## src/hw/rtl/assert_macros.svh

```systemverilog
// assertion macros shared by the rtl files
`ifndef ASSERT_MACROS_SVH
`define ASSERT_MACROS_SVH

`ifndef SYNTH
// property must hold at every clock edge outside reset
`define CKS_ASSERT(lbl, clk, rst_n, prop, msg) \
    lbl: assert property (@(posedge clk) disable iff (!rst_n) prop) else $error(msg);
// condition must never be seen outside reset
`define CKS_NEVER(lbl, clk, rst_n, cond, msg) \
    lbl: assert property (@(posedge clk) disable iff (!rst_n) !(cond)) else $error(msg);
`else
`define CKS_ASSERT(lbl, clk, rst_n, prop, msg)
`define CKS_NEVER(lbl, clk, rst_n, cond, msg)
`endif

`endif

```

## src/hw/rtl/cks_pkg.sv

```systemverilog
// shared types, constants and round functions of the keystream block
package cks_pkg;

    localparam int DOUBLE_ROUNDS = 10;
    // each double round is four half quarter-round steps
    localparam int ROUND_STEPS   = 4 * DOUBLE_ROUNDS;
    localparam int RSTEP_W       = $clog2(ROUND_STEPS);
    localparam int NUM_WORDS     = 16;
    localparam int WORD_W        = 32;
    localparam int IDX_W         = 4;
    localparam int WANT_W        = 5;
    localparam int CFG_IDX_W     = 3;
    localparam int CFG_DATA_W    = 64;

    typedef logic [WORD_W-1:0] t_word;

    localparam t_word SIGMA [4] = '{32'h61707865, 32'h3320646e, 32'h79622d32, 32'h6b206574};

    typedef enum logic [CFG_IDX_W-1:0] {
        CFG_KEY_PART_0 = 3'd0,
        CFG_KEY_PART_1 = 3'd1,
        CFG_KEY_PART_2 = 3'd2,
        CFG_KEY_PART_3 = 3'd3,
        CFG_NONCE_LOW  = 3'd4,
        CFG_NONCE_HIGH = 3'd5
    } t_cfg_idx;

    typedef struct packed {
        t_word a;
        t_word b;
        t_word c;
        t_word d;
    } t_quad;

    typedef struct packed {
        logic               load;
        logic               step;
        logic               restart;
        logic               finish;
        logic [RSTEP_W-1:0] round_step;
        logic [IDX_W-1:0]   emit_idx;
    } t_dp_cmd;

    typedef struct packed {
        logic counter_zero;
    } t_dp_status;

    function automatic t_word rotl(t_word v, int unsigned n);
        return (v << n) | (v >> (WORD_W - n));
    endfunction

    // one half of a quarter round: two add/xor/rotate lines
    function automatic t_quad qr_half(t_quad q, logic second);
        t_quad r;
        r.a = q.a + q.b;
        r.d = second ? rotl(q.d ^ r.a, 8) : rotl(q.d ^ r.a, 16);
        r.c = q.c + r.d;
        r.b = second ? rotl(q.b ^ r.c, 7) : rotl(q.b ^ r.c, 12);
        return r;
    endfunction

endpackage

```

## src/hw/rtl/cks_in_if.sv

```systemverilog
// request channel: one item asks for one keystream block
interface cks_in_if;
    import cks_pkg::*;
    logic              valid;
    logic              ready;
    logic              restart;
    logic [WANT_W-1:0] words_wanted;

    modport source (output valid, restart, words_wanted, input ready);
    modport sink   (input valid, restart, words_wanted, output ready);
endinterface

```

## src/hw/rtl/cks_out_if.sv

```systemverilog
// result channel: one keystream word or an overflow marker per item
interface cks_out_if;
    import cks_pkg::*;
    logic             valid;
    logic             ready;
    logic [WORD_W-1:0] keystream_word;
    logic [IDX_W-1:0]  word_index;
    logic             last;
    logic             counter_overflow;

    modport source (output valid, keystream_word, word_index, last, counter_overflow,
                    input ready);
    modport sink   (input valid, keystream_word, word_index, last, counter_overflow,
                    output ready);
endinterface

```

## src/hw/rtl/cks_ctrl.sv

```systemverilog
// sequencer: request intake, round stepping and word emission
module cks_ctrl (
    input  logic                 i_clk,
    input  logic                 i_rst_n,
    cks_in_if.sink               i_req,
    cks_out_if.source            o_ks,
    input  cks_pkg::t_word       i_word,
    input  cks_pkg::t_dp_status  i_status,
    output cks_pkg::t_dp_cmd     o_cmd
);
    import cks_pkg::*;

    typedef enum logic [4:0] {
        ST_IDLE  = 5'b00001,
        ST_ROUND = 5'b00010,
        ST_FINAL = 5'b00100,
        ST_EMIT  = 5'b01000,
        ST_OVFL  = 5'b10000
    } t_state;

    t_state             r_state, n_state;
    logic [RSTEP_W-1:0] r_step, n_step;
    logic [IDX_W-1:0]   r_pos, n_pos;
    logic [IDX_W-1:0]   r_last, n_last;
    logic               in_acc, out_acc, ctr_zero;
    logic [WANT_W-1:0]  want_sat;

    assign i_req.ready = (r_state == ST_IDLE);
    assign in_acc      = i_req.valid && i_req.ready;
    assign out_acc     = o_ks.valid && o_ks.ready;
    assign ctr_zero    = !i_req.restart && i_status.counter_zero;
    assign want_sat    = (i_req.words_wanted > WANT_W'(NUM_WORDS)) ?
                         WANT_W'(NUM_WORDS) : i_req.words_wanted;

    always_comb begin
        n_state = r_state;
        n_step  = r_step;
        n_pos   = r_pos;
        n_last  = r_last;
        o_cmd   = '0;
        o_cmd.round_step = r_step;
        o_cmd.emit_idx   = r_pos;
        case (r_state)
            ST_IDLE: begin
                if (in_acc) begin
                    o_cmd.restart = i_req.restart;
                    if (ctr_zero) begin
                        n_state = ST_OVFL;
                    end else if (want_sat != '0) begin
                        o_cmd.load = 1'b1;
                        n_last     = IDX_W'(want_sat - WANT_W'(1));
                        n_step     = '0;
                        n_state    = ST_ROUND;
                    end
                end
            end
            ST_ROUND: begin
                o_cmd.step = 1'b1;
                if (r_step == RSTEP_W'(ROUND_STEPS - 1)) begin
                    n_step  = '0;
                    n_state = ST_FINAL;
                end else begin
                    n_step = r_step + RSTEP_W'(1);
                end
            end
            ST_FINAL: begin
                o_cmd.finish = 1'b1;
                n_pos        = '0;
                n_state      = ST_EMIT;
            end
            ST_EMIT: begin
                if (out_acc) begin
                    if (r_pos == r_last) begin
                        n_state = ST_IDLE;
                    end else begin
                        n_pos = r_pos + IDX_W'(1);
                    end
                end
            end
            ST_OVFL: begin
                if (out_acc) begin
                    n_state = ST_IDLE;
                end
            end
            default: begin
                n_state = ST_IDLE;
            end
        endcase
    end

    always_ff @(posedge i_clk) begin
        if (!i_rst_n) begin
            r_state <= ST_IDLE;
            r_step  <= '0;
            r_pos   <= '0;
            r_last  <= '0;
        end else begin
            r_state <= n_state;
            r_step  <= n_step;
            r_pos   <= n_pos;
            r_last  <= n_last;
        end
    end

    assign o_ks.valid            = (r_state == ST_EMIT) || (r_state == ST_OVFL);
    assign o_ks.counter_overflow = (r_state == ST_OVFL);
    assign o_ks.keystream_word   = (r_state == ST_EMIT) ? i_word : '0;
    assign o_ks.word_index       = (r_state == ST_EMIT) ? r_pos : '0;
    assign o_ks.last             = (r_state == ST_EMIT) && (r_pos == r_last);

    `include "assert_macros.svh"

    `CKS_ASSERT(a_pos_in_range, i_clk, i_rst_n, (r_state == ST_EMIT) |-> (r_pos <= r_last), "emit position beyond last word")
    `CKS_ASSERT(a_final_to_emit, i_clk, i_rst_n, (r_state == ST_FINAL) |=> ((r_state == ST_EMIT) && (r_pos == '0)), "emission did not start at word zero")
    `CKS_ASSERT(a_step_parked, i_clk, i_rst_n, (r_state != ST_ROUND) |-> (r_step == '0), "round counter not parked outside rounds")

endmodule
```

## src/flat_wrapper.sv

```systemverilog
// flat-port wrapper written by rule: the top's interface ports become plain ports
module cks_ctrl_flat import cks_pkg::*;
  (i_clk, i_rst_n, i_word, i_status, o_cmd, i_req_valid, i_req_restart, i_req_words_wanted, i_req_ready, o_ks_valid, o_ks_keystream_word, o_ks_word_index, o_ks_last, o_ks_counter_overflow, o_ks_ready);
  cks_in_if i_req_i ();
  cks_out_if o_ks_i ();
  input  logic i_clk;
  input  logic i_rst_n;
  input  cks_pkg::t_word i_word;
  input  cks_pkg::t_dp_status i_status;
  output cks_pkg::t_dp_cmd o_cmd;
  input wire logic [$bits(i_req_i.valid)-1:0] i_req_valid;
  input wire logic [$bits(i_req_i.restart)-1:0] i_req_restart;
  input wire logic [$bits(i_req_i.words_wanted)-1:0] i_req_words_wanted;
  output wire logic [$bits(i_req_i.ready)-1:0] i_req_ready;
  output wire logic [$bits(o_ks_i.valid)-1:0] o_ks_valid;
  output wire logic [$bits(o_ks_i.keystream_word)-1:0] o_ks_keystream_word;
  output wire logic [$bits(o_ks_i.word_index)-1:0] o_ks_word_index;
  output wire logic [$bits(o_ks_i.last)-1:0] o_ks_last;
  output wire logic [$bits(o_ks_i.counter_overflow)-1:0] o_ks_counter_overflow;
  input wire logic [$bits(o_ks_i.ready)-1:0] o_ks_ready;
  assign i_req_i.valid = i_req_valid;
  assign i_req_i.restart = i_req_restart;
  assign i_req_i.words_wanted = i_req_words_wanted;
  assign i_req_ready = i_req_i.ready;
  assign o_ks_valid = o_ks_i.valid;
  assign o_ks_keystream_word = o_ks_i.keystream_word;
  assign o_ks_word_index = o_ks_i.word_index;
  assign o_ks_last = o_ks_i.last;
  assign o_ks_counter_overflow = o_ks_i.counter_overflow;
  assign o_ks_i.ready = o_ks_ready;
  cks_ctrl u_core (.i_clk(i_clk), .i_rst_n(i_rst_n), .i_req(i_req_i), .o_ks(o_ks_i), .i_word(i_word), .i_status(i_status), .o_cmd(o_cmd));
endmodule
```

## config.mk

```make
export PLATFORM = sky130hd
export DESIGN_NAME = cks_ctrl_flat
export DESIGN_NICKNAME = d
export VERILOG_FILES = /design/src/hw/rtl/cks_pkg.sv /design/src/hw/rtl/cks_in_if.sv /design/src/hw/rtl/cks_out_if.sv /design/src/hw/rtl/cks_ctrl.sv /design/src/flat_wrapper.sv
export VERILOG_INCLUDE_DIRS = /design/src /design/src/hw/rtl
export SDC_FILE = /design/constraint.sdc
export NUM_CORES = 1
export LEC_CHECK = 0
export BUFFER_PORTS_ARGS = -buffer_cell sky130_fd_sc_hd__buf_2
export CELL_PAD_IN_SITES_DETAIL_PLACEMENT = 1
export CELL_PAD_IN_SITES_GLOBAL_PLACEMENT = 2
export CORE_ASPECT_RATIO = 0.8
export CORE_MARGIN = 4
export CORE_UTILIZATION = 20
export CTS_CLUSTER_DIAMETER = 150
export CTS_CLUSTER_SIZE = 30
export DETAILED_ROUTE_END_ITERATION = 12
export PLACE_DENSITY = 0.9
export SYNTH_ARGS = -nofsm -noshare
export SYNTH_HDL_FRONTEND = slang
export SYNTH_SLANG_ARGS = --single-unit
```

## constraint.sdc

```tcl
create_clock -name i_clk -period 2.43 [get_ports i_clk]
set_input_delay 0.486 -clock i_clk [delete_from_list [all_inputs] [get_ports i_clk]]
set_output_delay 0.486 -clock i_clk [all_outputs]
set_load 0.01 [all_outputs]
```

* Word-level counts from Yosys, hierarchy flattened
Index checks and enable logic that the tools add are counted.
Widths: inputs -> output; s select.
** Word-level totals
- Output and inout bits :: 54
- Bits in registers :: 19
- Logic and storage cells :: 65
- Bits of input ports :: 43
** Cells by class
- Muxes and demuxes :: 27
- Bitwise operators :: 1
- Eq/ne operators :: 16
- Order comparisons :: 1
- $add $sub $neg :: 3
- Reduce and logical (&&, ||, !) cells :: 13
** Operators by type and width (count)
- $mux 5 :: 8
- $mux 32 :: 1
- $pmux 5 s5 :: 1
- $mux 6 :: 4
- $mux 4 :: 3
- $pmux 6 s2 :: 1
- $mux 1 :: 8
- $ne 2x1->1 const B :: 4
- $ne 2x2->1 const B :: 4
- $pmux 4 s2 :: 1
- $reduce_and 4->1 :: 2
- $add 6x1->6 const B :: 1
- $eq 6x6->1 const B :: 1
- $reduce_and 6->1 :: 1
- $eq 5x1->1 const B :: 1
- $eq 5x2->1 const B :: 1
- $eq 5x3->1 const B :: 1
- $eq 5x4->1 const B :: 1
- $eq 5x5->1 const B :: 1
- $gt 5x5->1 const B :: 1
- $reduce_bool 5->1 :: 1
- $add 4x1->4 const B :: 1
- $eq 4x4->1 :: 1
- $logic_and 1x1->1 :: 4
- other kinds (7) :: 8

* Longest topological paths before layout
Gate-level depths: netlist (run 1).
- Word-level depth :: 7
- Depth in mapped cells :: 8
- Gate-level depth less buffers :: 7

* Worst setup path after synthesis (run 1)
Ideal clock, no wire load.
- Kind :: input-to-output
- From :: input port i_req_words_wanted[4]
- To :: output port o_cmd[13] in the netlist's numbering
- Data required time :: 1.944 ns
- Data arrival time :: 1.698 ns
- Slack :: 0.246 ns
- Path buffers :: 1
- Cell stages on the path :: 6
- Path through :: nand2b_1 -> ha_1 -> or4b_1 -> nor2b_1 -> and3_1 -> buf_2
** RTL lines
- start: declaration :: line flat_wrapper.sv:13 : input wire logic [$bits(i_req_i.words_wanted)-1:0] i_req_words_wanted;
- end: declaration :: line flat_wrapper.sv:10 : output cks_pkg::t_dp_cmd o_cmd;

==> results of run 1 <==
state kept, by name, indices dropped and copies added (netlist names):
name            count
u_core.r_step       6
u_core.r_last       4
u_core.r_state      5
u_core.r_pos        4
cell usage after synthesis:
library cell and number:
o21ai_0 7, xnor2_1 5, clkbuf_1 7, nand2b_1 5
a31oi_4 1, nor4bb_1 1, and3_1 39, nand3_1 5
or4b_1 1, o2111ai_1 1, o31a_1 2, nand2_1 9
a2bb2oi_1 1, nor3_1 5, xor2_1 2, o31ai_1 2
a21oi_1 8, nor2b_1 4, and2_1 1, o21a_1 3
or3_1 3, nor2_1 15, mux2i_1 2, a211oi_1 5
inv_1 5, or3_4 1, dfxtp_1 19, or4_1 2
nand4_1 1, buf_2 3, or2b_1 1, nor3b_4 1
nor4_1 2, ha_1 3
stage by stage:
stage | util, % | cells
6_report | 30.9 | 351
3_3_place_gp | 29.8 | 347
5_1_grt | 30.9 | 351
2_1_floorplan | - | 172
4_1_cts | 30.8 | 351
3_5_place_dp | 29.8 | 347
layer usage:
metal	GRT usage [%]	vias to the layer above	wire (um)
li1	-	817	-
met1	14.4	734	2200
met2	19.8	77	2040
met3	2.92	4	545
met4	2.86	0	40
met5	0	-	0
power groups by stage:
stage	registers [mW]	logic, mW	clock network [mW]
after floorplan	0.352	0.145	0
after global placement	0.355	0.223	0
after detailed placement	0.356	0.230	0
after CTS	0.349	0.234	0.236
after global routing	0.352	0.263	0.248
final	0.348	0.233	0.223
worst max-delay path: cells and delay by family:
family,cells,cell delay (ns)
adders and majority gates,1,0.18
buffers and inverters,2,0.25
and+or+nand+nor,4,0.94
path summary, 6_finish.rpt:
kind / startpoint / endpoint / slack (ns) / cells past startpoint
max: i_req_words_wanted[4] / o_cmd[13] / 0.08 / 7
min: i_rst_n / u_core.r_state[0]$_SDFFE_PN1P_ / 0.48 / 2
min reg2reg: u_core.r_step[5]$_SDFFE_PN0P_ / u_core.r_step[5]$_SDFFE_PN0P_ / 0.51 / 2
max reg2reg: u_core.r_state[2]$_SDFFE_PN0P_ / u_core.r_pos[3]$_SDFFE_PN0P_ / 0.42 / 5
repair_timing:
item	in CTS	in global routing
setup buffers	0	0
resized for setup	4	2
pin swaps	0	1
endpoints found under the setup margin	1	1
area by class of cell:
class                           instances  share of cell area (%)
Clock buffer                            4                    2.27
Inverter                                5                   0.946
Tap cell                               84                    5.30
Multi-Input combinational cell        138                    46.2
Sequential cell                        19                    19.2
Timing Repair Buffer                  101                    26.1
cell families (layout without fill, tap and decap cells):
group / count (synthesis) / after routing / synth area share, %
AO/OA/AOI/OAI: 30 / 30 / 15.6
XOR/XNOR: 7 / 7 / 4.64
adder cells (fa/ha/maj): 3 / 3 / 2.84
buffers and inverters: 15 / 110 / 4.54
flip-flops: 19 / 19 / 28.8
multiplexers: 2 / 2 / 1.51
AND/OR/NAND/NOR: 96 / 96 / 42.1
==> metrics, run 1 <==
power share of the clock group=approximately 28%; number of nets produced by synthesis=218; Clock Pin Slew Worst Setup and Hold Paths=approximately 0.070 ns; fraction of layout instances using a drive strength above 1=between 40% and 50%; initial antenna violation count=0; Final Worst Setup Slack=0.0786 ns; maximum achievable frequency=about 430 MHz; maximum vdd ir drop=approximately 0.00017 V; cell internal power dissipation=0.549 mW; most area-hungry cell type in the Yosys netlist=dfxtp_1; total track usage=11.5%; classification of the worst-slack hold path=input pin to flip-flop; starting density of the core=20.6%; leading cell type in the layout, fill and taps excluded=buf_2; proportion of synthesized chip area in sequential cells=between 20 and 30%; CTS Hold Bufs=0; area enclosed by the die boundary=roughly 8000 sq um; # setup viols final=0; placeable core area=around 6400 sq um; power density relative to cell area=a little over 400 nW/um^2; Die Height=between 80 and 90 um; Yosys warning count=0; Arrival @ worst endpoint=around 1.9 ns; Critical Path Start Type=input pin; post-route minimum period=~2.4 ns; per-instance average area after synthesis=between 7 and 8 sq um; category of the worst setup path capture point=output pin; instance area after placement=approximately 1900 sq um; pins over their slew limit=0; via density per instance=around 4.6; number of I/O port buffers=between 90 and 100; worst slew pin tran=between 0.5 and 0.6 ns; Multi-input gate area=916 sq um; Maximum Capacitance Violations=0; TritonCTS clock tree=yes; ANT nets after route=0; net switching power=0.255 mW; number of buffers inserted during clock tree synthesis=3; H-tree depth reported by CTS=1; final wirelength=about 4800 um; number of library cell types mapped by synthesis=34; setup repair after global routing missed its margin=false; net switching share of the total power=roughly a third; maximum fanout encountered on the critical timing path=5; Detailed Route Iter0 Violations=34; site row count=26; setup total negative slack=0 ns; critical-path cell list=buf_2 -> nand2b_4 -> ha_2 -> or4b_4 -> nor2b_4 -> and3_4 -> buf_2; commonest cells after routing, fill and taps aside=buf_2 (96), and3_1 (38), dfxtp_1 (19); register bit count reported by yosys=19; DR WL/cell=around 14 um; Flop pwr share=between 40 and 50%; worst hold margin=0.484 ns; cells after synthesis=between 150 and 200; count of inserted antenna diode cells=0; Crit Path Class=input pin to output pin; first-pass GRT wire length=7720 um; Residual DRC=0; result of the run=finished, final reports clean; via count of the first global-routing pass=1,659; drt first pass iters=4; largest net degree at the start of global routing=38; fin nets=approximately 310; routability-driven placement congestion ratio=between 0.6 and 0.7; register area=380 sq um; combinational share of power=roughly 29%; horizontal die dimension=~99 um; final count of hold timing violations=0; GRT Residual Overflow=0; CTS Buffer Depth=2; post-route total power=0.805 mW; maximum single-stage delay on the critical path=0.47 ns; setup slack at placement=-0.00597 ns; leakage power figure=1.11 nW; total clock sinks=19; cell types with the largest area share after synthesis=dfxtp_1 (29%), and3_1 (18%), nor2_1 (4.3%); clock latency at the later pin of the worst-skew pair=between 0.2 and 0.3 ns; fillers=~830; buffer type at the clock tree root=clkbuf_8; Synth Cell Area=1320 sq um; final cycle utilization of the critical path=96.8%; worst-case clock skew=roughly 0.0018 ns; HPWL Detailed=about 3900 um; most used cell along the critical path=buf_2; I/O pins=between 90 and 100; post-route design area=1980 sq um; synth-to-layout area growth=50.0%; Via Count=1,632; cell at the slowest stage of the critical path=or4b_4; proportion of netlist area held by the largest area contributor=between 20 and 30%; Req. time, crit path=slightly below 2 ns; Max-Slew Margin vs Limit=a little over three fifths
No activity file was read; power rests on OpenSTA's default activity.
==> inputs of run 2 (changes only) <==
--- a/config.mk
+++ b/config.mk
@@ -12,7 +12,6 @@
 export CORE_ASPECT_RATIO = 0.8
 export CORE_MARGIN = 4
 export CORE_UTILIZATION = 20
-export CTS_CLUSTER_DIAMETER = 150
 export CTS_CLUSTER_SIZE = 30
 export DETAILED_ROUTE_END_ITERATION = 12
 export PLACE_DENSITY = 0.9
==> constraint.sdc (replaced) <==
create_clock -name i_clk -period 2.43 [get_ports i_clk]
set_input_delay 0 -clock i_clk [delete_from_list [all_inputs] [get_ports i_clk]]
set_output_delay 0 -clock i_clk [all_outputs]
set_load 0.01 [all_outputs]
==> run 2 against run 1 <==
Against the previous run: flip-flop and latch count unchanged; critical path type is now flip-flop to flip-flop; first-iteration DRC count rose to 2.5 times the previous value; combinational power shrank 4%; critical endpoint is now u_core.r_pos[3]$_SDFFE_PN0P_; register-to-register slack improved by 0.04 ns; maximum frequency is 19% higher; die area did not move; via count fell by 0.37%; final cell count shrank 0.28%; critical path depth shrank 2; highest routed layer unchanged.
==> metrics, run 2 (same netlist as run 1, synthesis figures left out) <==
Die Height=80.7 um; routability-driven placement congestion ratio=~0.69; largest net degree at the start of global routing=37; cell at the slowest stage of the critical path=or4_1; CP bufs+invs=0; R2R Path Start=u_core.r_state[2]$_SDFFE_PN0P_; final cycle utilization of the critical path=81.0%; Req. time, crit path=between 2 and 3 ns; total track usage=between 10% and 20%; largest registers=u_core.r_step: 6 flops, u_core.r_state: 5 flops; Residual DRC=0; CTS Hold Bufs=1; setup repair after global routing missed its margin=false; # setup viols final=0; Detailed Route Iter0 Violations=85; Via Count=between 1.5k and 2k; initial antenna violation count=0; ANT nets after route=0; number of flip-flops in the largest register=6; number of buffers inserted during clock tree synthesis=3; Clock Pin Slew Worst Setup and Hold Paths=0.07 ns; Critical Path Start Type=flip-flop; CTS Buffer Depth=2; result of the run=finished, final reports clean; length of routed met2 wiring=about 1900 um; fillers=about 820; maximum achievable frequency=approximately 500 MHz; category of the worst setup path capture point=flip-flop; first-pass GRT wire length=between 7000 and 8000 um; register with the highest flop count=u_core.r_step; worst slew pin tran=0.562 ns; setup total negative slack=0 ns; combinational share of power=between 20 and 30%; total clock sinks=19; worst flop-to-flop path endpoint=u_core.r_pos[3]$_SDFFE_PN0P_; Crit Path Class=flip-flop to flip-flop; pins over their slew limit=0; uppermost layer routed=met4; critical-path cell list=or3_1 -> nor2_1 -> a21oi_1 -> or4_1 -> a21oi_1; power density relative to cell area=between 400 and 500 nW/um^2; CP startpoint=u_core.r_state[2]$_SDFFE_PN0P_; power share of the clock group=27.7%; Max-Slew Margin vs Limit=between 60% and 70%; leakage power figure=between 1 and 1.5 nW; Maximum Capacitance Violations=0; net switching power=0.247 mW; GRT Residual Overflow=0; commonest cells after routing, fill and taps aside=buf_2 (96), and3_1 (39), dfxtp_1 (19); final count of hold timing violations=0; placeable core area=approximately 6400 sq um; via density per instance=roughly 4.6; maximum fanout encountered on the critical timing path=8; post-route met1 wirelength=2250 um; largest delay contributor family on the critical path=simple AND/OR/NAND/NOR gates; final wirelength=about 4800 um; cell internal power dissipation=roughly 0.54 mW; fin nets=about 310; maximum single-stage delay on the critical path=approximately 0.54 ns; fraction of layout instances using a drive strength above 1=around 40%; HPWL Detailed=about 3900 um; post-CTS resize count=0; number of I/O port buffers=96; area enclosed by the die boundary=between 7000 and 8000 sq um; met3 wirelength from detailed routing=roughly 520 um; worst-case clock skew=between 0.004 and 0.005 ns; Arrival @ worst endpoint=approximately 2.2 ns; H-tree depth reported by CTS=1; TritonCTS clock tree=yes; I/O pins=a little under 100; Flop pwr share=44.0%; via count of the first global-routing pass=1,544; classification of the worst-slack hold path=input pin to flip-flop; horizontal die dimension=about 100 um; clock latency at the later pin of the worst-skew pair=about 0.26 ns; DR WL/cell=~14 um; buffer type at the clock tree root=clkbuf_8; drt first pass iters=4; net switching share of the total power=roughly 31%; synth-to-layout area growth=47.6%; Post-CTS Setup Bufs=0; share of the core filled with cells=30.5%; starting density of the core=between 20% and 30%; site row count=26; destination of the critical timing path=u_core.r_pos[3]$_SDFFE_PN0P_; post-route minimum period=about 2.0 ns; R2R cell count=5; count of inserted antenna diode cells=0; worst-case register-to-register setup slack=around 0.46 ns; WP depth=5; leading cell type in the layout, fill and taps excluded=buf_2; maximum vdd ir drop=slightly below 0.0002 V; Hold Path Stages=3; most used cell along the critical path=a21oi_1
-- run 2: per-stage QoR --
step / area [sq um] / total power, mW / worst slack, ns / hold WS, ns / instances
2_1_floorplan: 1320 / 0.496 / 0.529 / 0.155 / 172
3_3_place_gp: 1900 / 0.574 / 0.543 / 0.258 / 345
3_5_place_dp: 1900 / 0.580 / 0.475 / 0.267 / 345
4_1_cts: 1950 / 0.805 / 0.461 / 0.0814 / 350
5_1_grt: 1950 / 0.848 / 0.270 / 0.0923 / 350
6_report: 1950 / 0.790 / 0.461 / 0.0846 / 350
-- run 2: how the worst min path moves through the flow --
stage | from | endpoint | slack, ns
floorplan | i_req_restart | o_cmd[11] | 0.15
global placement | i_rst_n | u_core.r_state[0]$_SDFFE_PN1P_ | 0.26
detailed placement | i_rst_n | u_core.r_state[0]$_SDFFE_PN1P_ | 0.27
CTS | o_ks_ready | u_core.r_pos[1]$_SDFFE_PN0P_ | 0.08
global route | o_ks_ready | u_core.r_pos[1]$_SDFFE_PN0P_ | 0.09
finish | o_ks_ready | u_core.r_pos[1]$_SDFFE_PN0P_ | 0.08
-- run 2: cell type report --
class,count,area [sq um],area share (%)
inverter,5,18.8,0.962
sequential,19,380,19.5
timing repair buffer,100,513,26.3
multi-input combinational,138,890,45.6
tap,84,105,5.38
clock buffer,4,45.0,2.31
-- run 2: power by group through the flow --
| stage | Clock, mW | Combinational, mW | Sequential (mW) |
|---|---|---|---|
| after CTS | 0.231 | 0.227 | 0.348 |
| after global placement | 0 | 0.220 | 0.354 |
| after detailed placement | 0 | 0.225 | 0.355 |
| after global routing | 0.248 | 0.250 | 0.351 |
| after floorplan | 0 | 0.145 | 0.352 |
| final | 0.219 | 0.224 | 0.348 |
-- run 2: routing by layer --
layer | vias up | GRT usage, %
li1 | 810 | -
met1 | 723 | 15.8
met2 | 87 | 17.0
met3 | 6 | 2.66
met4 | 0 | 3.14
met5 | - | 0
-- run 2: worst register-to-register path, delay by kind of cell, from the launching register on --
| kind | cells | cell delay [ns] |
|---|---|---|
| AOI/OAI and AO/OA | 2 | 0.37 |
| DFF | 1 | 0.37 |
| and+or+nand+nor | 3 | 1.16 |
